==> config.mk <==
export PLATFORM = sky130hd
export DESIGN_NAME = priority_lru_slot_binder
export DESIGN_NICKNAME = d
export VERILOG_FILES = /design/src/sv/plb_pkg.sv /design/src/sv/priority_lru_slot_binder.sv
export SDC_FILE = /design/constraint.sdc
export NUM_CORES = 2
export LEC_CHECK = 0
export ABC_AREA = 1
export BUFFER_PORTS_ARGS = -buffer_cell sky130_fd_sc_hd__buf_2
export CORE_MARGIN = 5
export CORE_UTILIZATION = 45
export CTS_CLUSTER_SIZE = 25
export DETAILED_ROUTE_END_ITERATION = 7
export GPL_ROUTABILITY_DRIVEN = 0
export GPL_TIMING_DRIVEN = 0
export SKIP_LAST_GASP = 1
export SYNTH_ARGS = -nofsm -noshare
export SYNTH_HDL_FRONTEND = slang
export SYNTH_SLANG_ARGS = --single-unit
==> constraint.sdc <==
create_clock -name clock -period 30.7 [get_ports clock]
set_input_delay 9.21 -clock clock [delete_from_list [all_inputs] [get_ports clock]]
set_output_delay 9.21 -clock clock [all_outputs]
set_load 0.02 [all_outputs]
==> src/sv/plb_pkg.sv <==
// ---------------------------------------------------------------------------
// plb_pkg: shared types and constants for the slot binder
// Field widths, request and status codes, controller states and the layout
// of one slot entry as it sits in the slot memory.
// ---------------------------------------------------------------------------
package plb_pkg;

   localparam int MAX_SLOTS_DEF = 8;

   localparam int ID_W       = 32;
   localparam int PRIO_W     = 4;
   localparam int STAMP_W    = 32;
   localparam int HITS_W     = 32;
   localparam int CFG_CNT_W  = 4;
   localparam int SLOT_SEL_W = 6;
   localparam int SLOT_IDX_W = 3;
   localparam int STATUS_W   = 3;
   localparam int REQ_TYPE_W = 2;

   // wide enough for any slot count or index up to 64
   localparam int EXT_W      = 7;
   localparam int IDX_EXT_W  = 6;

   localparam int CSR_ADDR_W = 2;
   localparam int CSR_DATA_W = 32;

   localparam logic [ID_W-1:0]      EMPTY_ID       = '1;
   localparam logic [CFG_CNT_W-1:0] SLOT_COUNT_RST = 4'd8;

   typedef enum logic [REQ_TYPE_W-1:0] {
      REQ_ATTACH   = 2'd0,
      REQ_EXPLICIT = 2'd1,
      REQ_DETACH   = 2'd2,
      REQ_CLEAR    = 2'd3
   } req_kind_type;

   typedef enum logic [STATUS_W-1:0] {
      STS_HIT      = 3'd0,
      STS_FREE     = 3'd1,
      STS_EVICT    = 3'd2,
      STS_NOSLOT   = 3'd3,
      STS_NOTFOUND = 3'd4,
      STS_BADINDEX = 3'd5
   } status_type;

   typedef enum logic [2:0] {
      SM_IDLE,
      SM_SCAN,
      SM_EXPL,
      SM_DECIDE,
      SM_RESP
   } state_type;

   typedef struct packed {
      logic [ID_W-1:0]    res;
      logic [PRIO_W-1:0]  prio;
      logic [STAMP_W-1:0] stamp;
      logic [HITS_W-1:0]  hits;
   } slot_entry_type;

endpackage

==> src/sv/priority_lru_slot_binder.sv <==
// ---------------------------------------------------------------------------
// priority_lru_slot_binder: fully associative binding slots, priority + LRU
// Requests attach, bind to a given slot, detach or clear. Slot contents live
// in a memory with a registered read port that is walked one slot per cycle.
// ---------------------------------------------------------------------------
// Usage:
//   Request words come in on req_* (valid/stall) and each one gives exactly
//   one response word on rsp_* (valid/stall). slot_count is set through the
//   csr_* APB port, register 0 at byte address 0; the user must set it only
//   while idle, as the block does not enforce this. An attach or detach
//   walks the first n = min(slot_count, MAX_SLOTS) slots, one slot per
//   cycle through the memory read port, and stops early on a hit; an attach
//   that misses then picks a free or victim slot. An explicit attach reads
//   only its given slot; a clear or a rejected request goes straight to
//   the response. A new request is taken only in the idle state, once the
//   previous response has moved to the output register.
//   Reset empties all slots at once (per-slot valid flags), zeros the use
//   counter and sets slot_count to 8. No clearing pass is needed.
//   While rsp_stall holds a response in the output register, one more
//   request may be accepted and processed; it then waits in the controller
//   until the output register frees up.
// ---------------------------------------------------------------------------
module priority_lru_slot_binder
   import plb_pkg::*;
#(
   parameter int MAX_SLOTS = MAX_SLOTS_DEF
) (
   input  logic                   clock,
   input  logic                   reset,

   input  logic                   req_valid,
   output logic                   req_stall,
   input  logic [REQ_TYPE_W-1:0]  req_type,
   input  logic [ID_W-1:0]        req_res_id,
   input  logic [PRIO_W-1:0]      req_priority,
   input  logic [SLOT_SEL_W-1:0]  req_slot_sel,

   output logic                   rsp_valid,
   input  logic                   rsp_stall,
   output logic [STATUS_W-1:0]    rsp_status,
   output logic [SLOT_IDX_W-1:0]  rsp_slot_index,
   output logic [HITS_W-1:0]      rsp_hit_count,

   input  logic                   csr_psel,
   input  logic                   csr_penable,
   input  logic                   csr_pwrite,
   input  logic [CSR_ADDR_W-1:0]  csr_paddr,
   input  logic [CSR_DATA_W-1:0]  csr_pwdata,
   output logic [CSR_DATA_W-1:0]  csr_prdata,
   output logic                   csr_pready
);

   localparam int SLOT_W = (MAX_SLOTS > 1) ? $clog2(MAX_SLOTS) : 1;
   localparam int CNT_W  = $clog2(MAX_SLOTS + 1);

   // slot memory
   slot_entry_type        slot_mem [MAX_SLOTS];
   slot_entry_type        rd_data_ff;
   logic                  rd_en;
   logic [SLOT_W-1:0]     rd_addr;
   logic                  wr_en;
   logic [SLOT_W-1:0]     wr_addr;
   slot_entry_type        wr_data;

   // control state
   state_type             state_ff, state_in;
   logic [MAX_SLOTS-1:0]  valid_ff, valid_in;
   logic [CFG_CNT_W-1:0]  slot_count_ff, slot_count_in;
   logic [STAMP_W-1:0]    use_counter_ff, use_counter_in;
   logic [CNT_W-1:0]      chk_cnt_ff, chk_cnt_in;
   logic                  have_free_ff, have_free_in;
   logic                  have_vic_ff, have_vic_in;
   logic                  rsp_valid_ff, rsp_valid_in;

   // request and scan payload
   req_kind_type          kind_ff, kind_in;
   logic [ID_W-1:0]       id_ff, id_in;
   logic [PRIO_W-1:0]     prio_ff, prio_in;
   logic [SLOT_W-1:0]     sel_idx_ff, sel_idx_in;
   logic [SLOT_W-1:0]     free_idx_ff, free_idx_in;
   logic [SLOT_W-1:0]     vic_idx_ff, vic_idx_in;
   logic [PRIO_W-1:0]     min_prio_ff, min_prio_in;
   logic [STAMP_W-1:0]    vic_stamp_ff, vic_stamp_in;
   status_type            res_status_ff, res_status_in;
   logic [SLOT_W-1:0]     res_idx_ff, res_idx_in;
   logic [HITS_W-1:0]     res_hits_ff, res_hits_in;
   status_type            rsp_status_ff, rsp_status_in;
   logic [SLOT_W-1:0]     rsp_idx_ff, rsp_idx_in;
   logic [HITS_W-1:0]     rsp_hits_ff, rsp_hits_in;

   // decode helpers
   logic                  req_acc;
   req_kind_type          req_kind;
   logic [CNT_W-1:0]      n_slots;
   logic                  n_zero;
   logic                  req_empty_id;
   logic                  sel_bad;
   logic [SLOT_W-1:0]     chk_idx;
   logic [CNT_W-1:0]      nxt_cnt;
   logic                  scan_last;
   logic [SLOT_W-1:0]     cur_idx;
   logic                  cur_valid;
   slot_entry_type        view;
   logic                  cur_match;
   logic                  better_vic;
   logic                  out_free;
   logic [IDX_EXT_W-1:0]  rsp_idx_ext;

   // ------------------------------------------------------------------------
   // CSR port
   // ------------------------------------------------------------------------
   assign csr_pready = 1'b1;
   assign csr_prdata = CSR_DATA_W'(slot_count_ff);

   // single register at address 0
   always_comb begin
      slot_count_in = slot_count_ff;
      if (csr_psel && csr_penable && csr_pwrite && (csr_paddr == '0)) begin
         slot_count_in = csr_pwdata[CFG_CNT_W-1:0];
      end
   end

   // ------------------------------------------------------------------------
   // Decode
   // ------------------------------------------------------------------------
   assign req_stall    = (state_ff != SM_IDLE);
   assign req_acc      = req_valid && !req_stall;
   assign req_kind     = req_kind_type'(req_type);
   assign req_empty_id = (req_res_id == EMPTY_ID);

   always_comb begin
      if (int'(slot_count_ff) < MAX_SLOTS) begin
         n_slots = CNT_W'(slot_count_ff);
      end else begin
         n_slots = CNT_W'(MAX_SLOTS);
      end
   end

   assign n_zero    = (n_slots == '0);
   assign sel_bad   = (EXT_W'(req_slot_sel) >= EXT_W'(n_slots));
   assign chk_idx   = chk_cnt_ff[SLOT_W-1:0];
   assign nxt_cnt   = chk_cnt_ff + 1'b1;
   assign scan_last = (nxt_cnt == n_slots);
   assign cur_idx   = (state_ff == SM_EXPL) ? sel_idx_ff : chk_idx;
   assign cur_valid = valid_ff[cur_idx];
   assign out_free  = !rsp_valid_ff || !rsp_stall;

   // a slot without its valid flag reads as an empty, zeroed entry
   always_comb begin
      if (cur_valid) begin
         view = rd_data_ff;
      end else begin
         view = '{res: EMPTY_ID, prio: '0, stamp: '0, hits: '0};
      end
   end

   assign cur_match  = cur_valid && (view.res == id_ff);
   assign better_vic = !have_vic_ff || (view.prio < min_prio_ff) ||
                       ((view.prio == min_prio_ff) && (view.stamp < vic_stamp_ff));

   // ------------------------------------------------------------------------
   // Next state
   // ------------------------------------------------------------------------
   always_comb begin
      state_in = state_ff;
      unique case (state_ff)
         SM_IDLE: begin
            if (req_acc) begin
               unique case (req_kind)
                  REQ_ATTACH, REQ_DETACH: begin
                     state_in = (req_empty_id || n_zero) ? SM_RESP : SM_SCAN;
                  end
                  REQ_EXPLICIT: begin
                     state_in = (sel_bad || req_empty_id) ? SM_RESP : SM_EXPL;
                  end
                  REQ_CLEAR: begin
                     state_in = SM_RESP;
                  end
                  default: begin
                     state_in = SM_RESP;
                  end
               endcase
            end
         end
         SM_SCAN: begin
            if (cur_match) begin
               state_in = SM_RESP;
            end else if (scan_last) begin
               state_in = (kind_ff == REQ_ATTACH) ? SM_DECIDE : SM_RESP;
            end
         end
         SM_EXPL: begin
            state_in = SM_RESP;
         end
         SM_DECIDE: begin
            state_in = SM_RESP;
         end
         SM_RESP: begin
            if (out_free) begin
               state_in = SM_IDLE;
            end
         end
         default: begin
            state_in = SM_IDLE;
         end
      endcase
   end

   // ------------------------------------------------------------------------
   // Datapath and memory control
   // ------------------------------------------------------------------------
   always_comb begin
      kind_in        = kind_ff;
      id_in          = id_ff;
      prio_in        = prio_ff;
      sel_idx_in     = sel_idx_ff;
      chk_cnt_in     = chk_cnt_ff;
      have_free_in   = have_free_ff;
      free_idx_in    = free_idx_ff;
      have_vic_in    = have_vic_ff;
      vic_idx_in     = vic_idx_ff;
      min_prio_in    = min_prio_ff;
      vic_stamp_in   = vic_stamp_ff;
      res_status_in  = res_status_ff;
      res_idx_in     = res_idx_ff;
      res_hits_in    = res_hits_ff;
      valid_in       = valid_ff;
      use_counter_in = use_counter_ff;
      rd_en          = 1'b0;
      rd_addr        = '0;
      wr_en          = 1'b0;
      wr_addr        = cur_idx;
      wr_data        = '{res: id_ff, prio: prio_ff, stamp: use_counter_ff, hits: '0};
      rsp_valid_in   = rsp_valid_ff && rsp_stall;
      rsp_status_in  = rsp_status_ff;
      rsp_idx_in     = rsp_idx_ff;
      rsp_hits_in    = rsp_hits_ff;

      unique case (state_ff)
         SM_IDLE: begin
            if (req_acc) begin
               kind_in       = req_kind;
               id_in         = req_res_id;
               prio_in       = req_priority;
               sel_idx_in    = req_slot_sel[SLOT_W-1:0];
               chk_cnt_in    = '0;
               have_free_in  = 1'b0;
               have_vic_in   = 1'b0;
               res_status_in = STS_HIT;
               res_idx_in    = '0;
               res_hits_in   = '0;
               unique case (req_kind)
                  REQ_ATTACH: begin
                     if (req_empty_id || n_zero) begin
                        res_status_in = STS_NOSLOT;
                     end else begin
                        rd_en = 1'b1;
                     end
                  end
                  REQ_EXPLICIT: begin
                     if (sel_bad) begin
                        res_status_in = STS_BADINDEX;
                     end else if (req_empty_id) begin
                        res_status_in = STS_NOSLOT;
                     end else begin
                        rd_en   = 1'b1;
                        rd_addr = req_slot_sel[SLOT_W-1:0];
                     end
                  end
                  REQ_DETACH: begin
                     if (req_empty_id || n_zero) begin
                        res_status_in = STS_NOTFOUND;
                     end else begin
                        rd_en = 1'b1;
                     end
                  end
                  REQ_CLEAR: begin
                     valid_in = '0;
                  end
                  default: begin
                     valid_in = '0;
                  end
               endcase
            end
         end

         SM_SCAN: begin
            if (cur_match) begin
               res_status_in = STS_HIT;
               res_idx_in    = chk_idx;
               if (kind_ff == REQ_ATTACH) begin
                  wr_en          = 1'b1;
                  wr_addr        = chk_idx;
                  wr_data.hits   = view.hits + 1'b1;
                  use_counter_in = use_counter_ff + 1'b1;
                  res_hits_in    = view.hits + 1'b1;
               end else begin
                  valid_in[chk_idx] = 1'b0;
                  res_hits_in       = '0;
               end
            end else begin
               if (!cur_valid && !have_free_ff) begin
                  have_free_in = 1'b1;
                  free_idx_in  = chk_idx;
               end
               // lowest priority, then oldest stamp, lowest index on a tie
               if (better_vic) begin
                  have_vic_in  = 1'b1;
                  vic_idx_in   = chk_idx;
                  min_prio_in  = view.prio;
                  vic_stamp_in = view.stamp;
               end
               if (scan_last) begin
                  res_status_in = STS_NOTFOUND;
                  res_idx_in    = '0;
                  res_hits_in   = '0;
               end else begin
                  rd_en      = 1'b1;
                  rd_addr    = nxt_cnt[SLOT_W-1:0];
                  chk_cnt_in = nxt_cnt;
               end
            end
         end

         SM_DECIDE: begin
            res_hits_in = '0;
            if (have_free_ff) begin
               wr_en               = 1'b1;
               wr_addr             = free_idx_ff;
               valid_in[free_idx_ff] = 1'b1;
               use_counter_in      = use_counter_ff + 1'b1;
               res_status_in       = STS_FREE;
               res_idx_in          = free_idx_ff;
            end else if (have_vic_ff && (min_prio_ff <= prio_ff)) begin
               wr_en               = 1'b1;
               wr_addr             = vic_idx_ff;
               valid_in[vic_idx_ff] = 1'b1;
               use_counter_in      = use_counter_ff + 1'b1;
               res_status_in       = STS_EVICT;
               res_idx_in          = vic_idx_ff;
            end else begin
               res_status_in = STS_NOSLOT;
               res_idx_in    = '0;
            end
         end

         SM_EXPL: begin
            res_idx_in = sel_idx_ff;
            if (cur_match) begin
               res_status_in = STS_HIT;
               res_hits_in   = view.hits;
            end else begin
               wr_en                = 1'b1;
               wr_addr              = sel_idx_ff;
               wr_data.prio         = '0;
               valid_in[sel_idx_ff] = 1'b1;
               use_counter_in       = use_counter_ff + 1'b1;
               res_status_in        = cur_valid ? STS_EVICT : STS_FREE;
               res_hits_in          = '0;
            end
         end

         SM_RESP: begin
            if (out_free) begin
               rsp_valid_in  = 1'b1;
               rsp_status_in = res_status_ff;
               rsp_idx_in    = res_idx_ff;
               rsp_hits_in   = res_hits_ff;
            end
         end

         default: begin
            rd_en = 1'b0;
         end
      endcase
   end

   // ------------------------------------------------------------------------
   // Memory
   // ------------------------------------------------------------------------
   always_ff @(posedge clock) begin
      if (wr_en) begin
         slot_mem[wr_addr] <= wr_data;
      end
   end

   always_ff @(posedge clock) begin
      if (rd_en) begin
         rd_data_ff <= slot_mem[rd_addr];
      end
   end

   // ------------------------------------------------------------------------
   // Registers
   // ------------------------------------------------------------------------
   always_ff @(posedge clock) begin
      if (reset) begin
         state_ff       <= SM_IDLE;
         valid_ff       <= '0;
         slot_count_ff  <= SLOT_COUNT_RST;
         use_counter_ff <= '0;
         chk_cnt_ff     <= '0;
         have_free_ff   <= 1'b0;
         have_vic_ff    <= 1'b0;
         rsp_valid_ff   <= 1'b0;
      end else begin
         state_ff       <= state_in;
         valid_ff       <= valid_in;
         slot_count_ff  <= slot_count_in;
         use_counter_ff <= use_counter_in;
         chk_cnt_ff     <= chk_cnt_in;
         have_free_ff   <= have_free_in;
         have_vic_ff    <= have_vic_in;
         rsp_valid_ff   <= rsp_valid_in;
      end
   end

   always_ff @(posedge clock) begin
      kind_ff       <= kind_in;
      id_ff         <= id_in;
      prio_ff       <= prio_in;
      sel_idx_ff    <= sel_idx_in;
      free_idx_ff   <= free_idx_in;
      vic_idx_ff    <= vic_idx_in;
      min_prio_ff   <= min_prio_in;
      vic_stamp_ff  <= vic_stamp_in;
      res_status_ff <= res_status_in;
      res_idx_ff    <= res_idx_in;
      res_hits_ff   <= res_hits_in;
      rsp_status_ff <= rsp_status_in;
      rsp_idx_ff    <= rsp_idx_in;
      rsp_hits_ff   <= rsp_hits_in;
   end

   // ------------------------------------------------------------------------
   // Outputs
   // ------------------------------------------------------------------------
   assign rsp_idx_ext    = IDX_EXT_W'(rsp_idx_ff);
   assign rsp_valid      = rsp_valid_ff;
   assign rsp_status     = rsp_status_ff;
   assign rsp_slot_index = rsp_idx_ext[SLOT_IDX_W-1:0];
   assign rsp_hit_count  = rsp_hits_ff;

   // ------------------------------------------------------------------------
   // Assertions
   // ------------------------------------------------------------------------
   a_write_sets_valid: assert property (@(posedge clock) disable iff (reset)
      wr_en |=> valid_ff[$past(wr_addr)])
      else $error("written slot not marked valid");

   a_counter_moves_on_write: assert property (@(posedge clock) disable iff (reset)
      (!$past(reset) && (use_counter_ff != $past(use_counter_ff))) |-> $past(wr_en))
      else $error("use counter advanced without a slot write");

   a_clear_empties_all: assert property (@(posedge clock) disable iff (reset)
      (req_acc && (req_kind == REQ_CLEAR)) |=> (valid_ff == '0))
      else $error("clear left a slot valid");

   a_new_bind_zero_hits: assert property (@(posedge clock) disable iff (reset)
      (rsp_valid_ff && ((rsp_status_ff == STS_FREE) || (rsp_status_ff == STS_EVICT) ||
                        (rsp_status_ff == STS_NOSLOT))) |-> (rsp_hits_ff == '0))
      else $error("new bind or failure reports nonzero hit count");

endmodule

; ---- Word level (Yosys, flattened, before mapping)
; Memory sizes are Yosys's and may differ from the RTL's. A register that Yosys moved wholly into a read port is not among the register bits.
; Cells that the tools add are included.
[classes]
n_mux = 107
addsub = 3
bitwise = 6
magnitude_cmp = 14
n_eq_ne = 24
reduce_logical = 46
[ops]
columns = operator, n
row1 = 32-bit two-way mux, 12
row2 = 32-bit one-hot mux with 4 select lines, 1
row3 = 100-bit two-way mux, 1
row4 = 32-bit one-hot mux with 3 select lines, 1
row5 = 3-bit two-way mux, 29
row6 = 32-bit by 1-bit adder with 32-bit output (second input constant), 2
row7 = 8-bit two-way mux, 7
row8 = 3-bit one-hot mux with 4 select lines, 3
row9 = 32-bit equality test, 1
row10 = 32-bit equality test (second input constant), 1
row11 = 32-bit less-than comparator, 1
row12 = 8-bit one-hot mux with 4 select lines, 1
row13 = 3-bit one-hot mux with 3 select lines, 3
row14 = 1-bit two-way mux, 26
row15 = 4-bit two-way mux, 6
row16 = 8-bit OR, 3
row17 = 3-bit by 4-bit less-than comparator with 1-bit output (second input constant), 5
row18 = 2-bit != test (second input constant), 10
row19 = 1-bit logical AND, 13
row20 = 1-bit demux with 3-bit select, 4
row21 = 3-bit by 1-bit >= comparator with 1-bit output (second input constant), 4
row22 = 3-bit AND reduction, 4
row23 = 4-bit AND reduction, 3
row24 = 2-bit two-way mux, 5
row25 = 33 further kinds, 54
[totals]
word_cells = 223
regBits = 213
ramBits = 800
mem_count = 1
inputBits = 85
[mem_list]
columns = memory, depth, width, rd, rd_clocked_by_memory_dff, write_ports, line
row1 = slot_mem, 8, 100, 1, 1, 1, priority_lru_slot_binder.sv:57  ; slot_entry_type slot_mem [MAX_SLOTS];

; ---- Longest topological paths before layout
[logic_depth]
ltp_word = 11
depth_mapped = 30
ltp_nobuf = 24

; ---- Least setup slack after synthesis
; No wires, ideal clock.
[synth_timing]
path_kind = input to register
from = input port req_slot_sel[1]
to = register rd_data_ff[0] (netlist name)
path_stages = 12
path_slack_ns = 12.777
setup_ns = 0.697
required_time_ns = 30.003
arrival_time_ns = 17.226
cell_sequence = ha_1 > inv_1 > nor2_1 > o211ai_1 > nand4_1 > inv_1 > nand2_1 > nor2_1 > inv_1 > nand2_1 > inv_1 > o21ai_0
[synth_between]
elab_chain_len = 5
[synth_lines]
columns = item, line
row1 = "start, declared", priority_lru_slot_binder.sv:36  ; input logic [SLOT_SEL_W-1:0] req_slot_sel,
row2 = 6-bit by 4-bit >= comparator with 1-bit output, priority_lru_slot_binder.sv:140  ; assign sel_bad = (EXT_W'(req_slot_sel) >= EXT_W'(n_slots));
row3 = 1-bit two-way mux, priority_lru_slot_binder.sv:261  ; if (sel_bad) begin
row4 = 1-bit one-hot mux with 2 select lines, priority_lru_slot_binder.sv:252  ; unique case (req_kind)
row5 = 1-bit two-way mux, priority_lru_slot_binder.sv:241  ; if (req_acc) begin
row6 = 1-bit one-hot mux with 2 select lines, priority_lru_slot_binder.sv:239  ; unique case (state_ff)
row7 = via rd_en, priority_lru_slot_binder.sv:59  ; logic rd_en;
; The timed path passes the listed nets, and every way through them passes these cells.
; A chain may end at the register's enable or synchronous reset.

; ---- Final worst setup path
[layout_timing]
from = input port req_res_id[21]
to = register rd_data_ff[4] (netlist name)
[layout_between]
elab_chain_len = 6
[layout_lines]
columns = item, line
row1 = "start, declared", priority_lru_slot_binder.sv:34  ; input logic [ID_W-1:0] req_res_id,
row2 = 32-bit equality test *, priority_lru_slot_binder.sv:129  ; assign req_empty_id = (req_res_id == EMPTY_ID);
row3 = "1-bit two-way mux, or another cell as far along", priority_lru_slot_binder.sv:263  ; end else if (req_empty_id) begin
row4 = "1-bit two-way mux, or another cell as far along", priority_lru_slot_binder.sv:261
row5 = 1-bit one-hot mux with 2 select lines or 3-bit two-way mux (tied branches), priority_lru_slot_binder.sv:252
row6 = 1-bit two-way mux or 3-bit two-way mux (tied branches), priority_lru_slot_binder.sv:241
row7 = 1-bit one-hot mux with 2 select lines or 3-bit one-hot mux with 2 select lines (tied branches), priority_lru_slot_binder.sv:239
; Mark *: on every way between the ends. The rest lies on a longest branch, timed or not.

==> results_dict.tcl <==
set metrics [dict create \
    synth_top_area_cell "edfxtp_1" \
    hold_viol 0 \
    drtAntennaViolNets 0 \
    stdcell_area_sq_mm 0.05839 \
    ctsResizeCount 0 \
    end_kind "register" \
    clk_latency_ns 0.69 \
    status "finished clean" \
    worstPathRequired_ns 31.12 \
    die_w_um 347.6 \
    grt_antenna_before_repair 4 \
    start_kind "primary input" \
    vias 36760 \
    min_path_type "register to register" \
    drt_wl_total_mm 141.3 \
    synth_flop_cell "edfxtp_1" \
    hold_path_end "rsp_hit_count[17]$_DFFE_PP_" \
    async_flop_share_pct 0 \
    initial_core_util_pct 45.46 \
    die_area_sq_mm 0.1208 \
    numClockSinks 1113 \
    crit_arrival_ns 13.35 \
    drt-initial-drc-count 3801 \
    grt_max_degree 41 \
    synth_cell_types 55 \
    hold_buffers 0 \
    crit_fanout 10 \
    area.growth.synth_to_final_pct 13.86 \
    core_area_sq_mm 0.1128 \
    timing.max_cap.violations 0 \
    synth_top_cell_area_share_pct 62.01 \
    postSynthAreaPerCell_sq_um 9.791 \
    ir_drop_uv 52.02 \
    placedInstanceArea_sq_mm 0.05478 \
    max_freq_mhz 77.36 \
    path_class "primary input to register" \
    min_period_ns 12.93 \
    leakagePower_uw 0.02541 \
    cts_root_buf "clkbuf_16" \
    r2r_start "state_ff[2]$_SDFFE_PP0P_" \
    ys_seq_area_share_pct 64.12 \
    min_period_over_period_pct 42.11 \
    syn-cell-area_sq_mm 0.05128 \
    drive_above_1_share_pct 9.690 \
    worstMarginPinSlew_ns 1.478 \
    wl_per_cell_um 19.85 \
    setup_viol 0 \
    final_core_util_pct 51.76 \
    io_buffer_count 99 \
    netlist_top_cells_count "1,276 x nand2_1, 1,059 x edfxtp_1, 1,059 x inv_1" \
    path_clk_slew_ns 0.06 \
    syn_inst 5238 \
    yosys_register_bits 1113 \
    r2r_setup_slack_ns 23.13 \
    synth_edf_count 1059 \
    clock_path_buffers 3 \
    r2r_end "vic_stamp_ff[11]$_DFFE_PP_" \
    die_h_um 347.6 \
    finClkSkew_ns 0.03322 \
    whs_path_depth 0 \
    cts_buffers 112 \
    post_cts_buffers 0 \
    grt_pass1_vias 34380 \
    num-nets-final 5652 \
    synth.most_common_cell "nand2_1" \
    hpwl_mm 93.35 \
    overflow 0 \
    drt_first_pass_iters 6 \
    slew_violations 0 \
    min_from "res_hits_ff[17]$_DFFE_PP_" \
    synth_area_leaders "edfxtp_1 62%, nand2_1 9.3%, nand3_1 8.6%, inv_1 7.8%, dfxtp_1 2.1%" \
    via_per_inst 5.164 \
    cts_max_level 3 \
    grt_use_total_pct 22.87 \
    fin_setup_tns_ns 0 \
    p_per_area_mw_per_mm2 71.66 \
    route.detailed.drc 0 \
    tritoncts "yes" \
    r2r_cells 25 \
    rsz0062_at_grt "no" \
    grt_pass1_wl_mm 211.0 \
    yosys_warnings 0 \
    std_cell_rows 123 \
    relSlewSlack_pct 1.480 \
    pin_count 158 \
]
==> layout make-up <==
type / count / area, sq um
repair buffers: 142 / 1424
clock buffers: 146 / 3065
plain buffers: 267 / 1400
flip-flops and latches: 1113 / 32880
clock inverters: 61 / 536.8
inverters: 1067 / 4008
fillers: 9985 / 54420
multi-input cells: 2818 / 13190
diodes: 4 / 10.01
well taps: 1500 / 1877
==> worst max-delay path: stages <==
cell	delay, ns
buf_2	0.11
nand4_1	0.08
nor4_1	0.52
nand2_1	0.50
nand2_1	0.20
nor2_1	0.08
inv_1	0.08
nor2_1	0.07
nand2_1	0.20
clkbuf_1	1.11
clkbuf_1	0.68
nand3_1	0.14
nand3_1	0.11
nand2_1	0.08
nand2_1	0.06
nand2_1	0.08
==> report_power, final <==
group,internal (uW),switching [uW],total [uW]
combinational,247,647,893
clock,775,575,1350
sequential,1870,72.0,1940
total,2890,1290,4180
==> worst max-delay path by stage <==
stage / from / end / slack [ns] / depth (start not counted)
after floorplan: req_slot_sel[1] / rd_data_ff[0]$_DFFE_PP_ / 12.78 / 12
after global placement: req_slot_sel[1] / rd_data_ff[93]$_DFFE_PP_ / 6.80 / 13
after detailed placement: req_res_id[21] / rd_data_ff[4]$_DFFE_PP_ / 17.20 / 16
after CTS: req_res_id[21] / rd_data_ff[4]$_DFFE_PP_ / 17.94 / 16
after global routing: req_res_id[21] / rd_data_ff[3]$_DFFE_PP_ / 17.64 / 16
final: req_res_id[21] / rd_data_ff[4]$_DFFE_PP_ / 17.77 / 16
==> cells in the final DEF, fill, tap and decap left out, types with 54 or more instances in the layout <==
cell type  count
nand2_1     1276
clkbuf_16    116
dfxtp_1       54
clkbuf_1      86
buf_2        229
nand3_1      878
a21oi_1       73
edfxtp_1    1059
inv_1       1057
nor2_1       202
==> stage by stage <==
stage          power (uW)  instances  hold WS, ns  worst slack [ns]
6_report             4184       7118       0.4177             17.77
2_1_floorplan        2510       5265       0.4003             12.78
3_5_place_dp         2857       6907       0.4045             17.20
5_1_grt              4369       7114       0.4240             17.64
4_1_cts              4199       7114       0.4181             17.94
3_3_place_gp         2849       6864       0.4028             6.797
==> flip-flops by register name, indices dropped and copies added (netlist names), 4 cells and up <==
signal,count
min_prio_ff,4
rsp_hit_count,32
valid_ff,8
rd_data_ff,100
chk_cnt_ff,4
slot_count_ff,4
slot_mem,800
id_ff,32
use_counter_ff,32
res_hits_ff,32
vic_stamp_ff,32
prio_ff,4
==> cells by family (layout without fill, tap and decap cells) <==
logic type / count (synthesis) / in the layout / synth area share [%]
compound gates: 198 / 198 / 2.228
flops: 1113 / 1113 / 64.12
other cells: 2 / 33 / 0.01464
buf+inv: 1334 / 1683 / 10.54
simple gates: 2505 / 2505 / 21.29
fa+ha+maj: 46 / 46 / 1.122
xor+xnor: 40 / 40 / 0.6831
==> layer usage <==
| layer | vias to the layer above | track usage (%) | part of all wire, % |
|---|---|---|---|
| li1 | 17560 | - | - |
| met1 | 17310 | 31.70 | 42 |
| met2 | 1615 | 36.72 | 46 |
| met3 | 269 | 3.698 | 8.5 |
| met4 | 2 | 8.310 | 3.4 |
| met5 | - | 0 | 0.0092 |
Note: power is estimated with default switching activity, not from simulation.
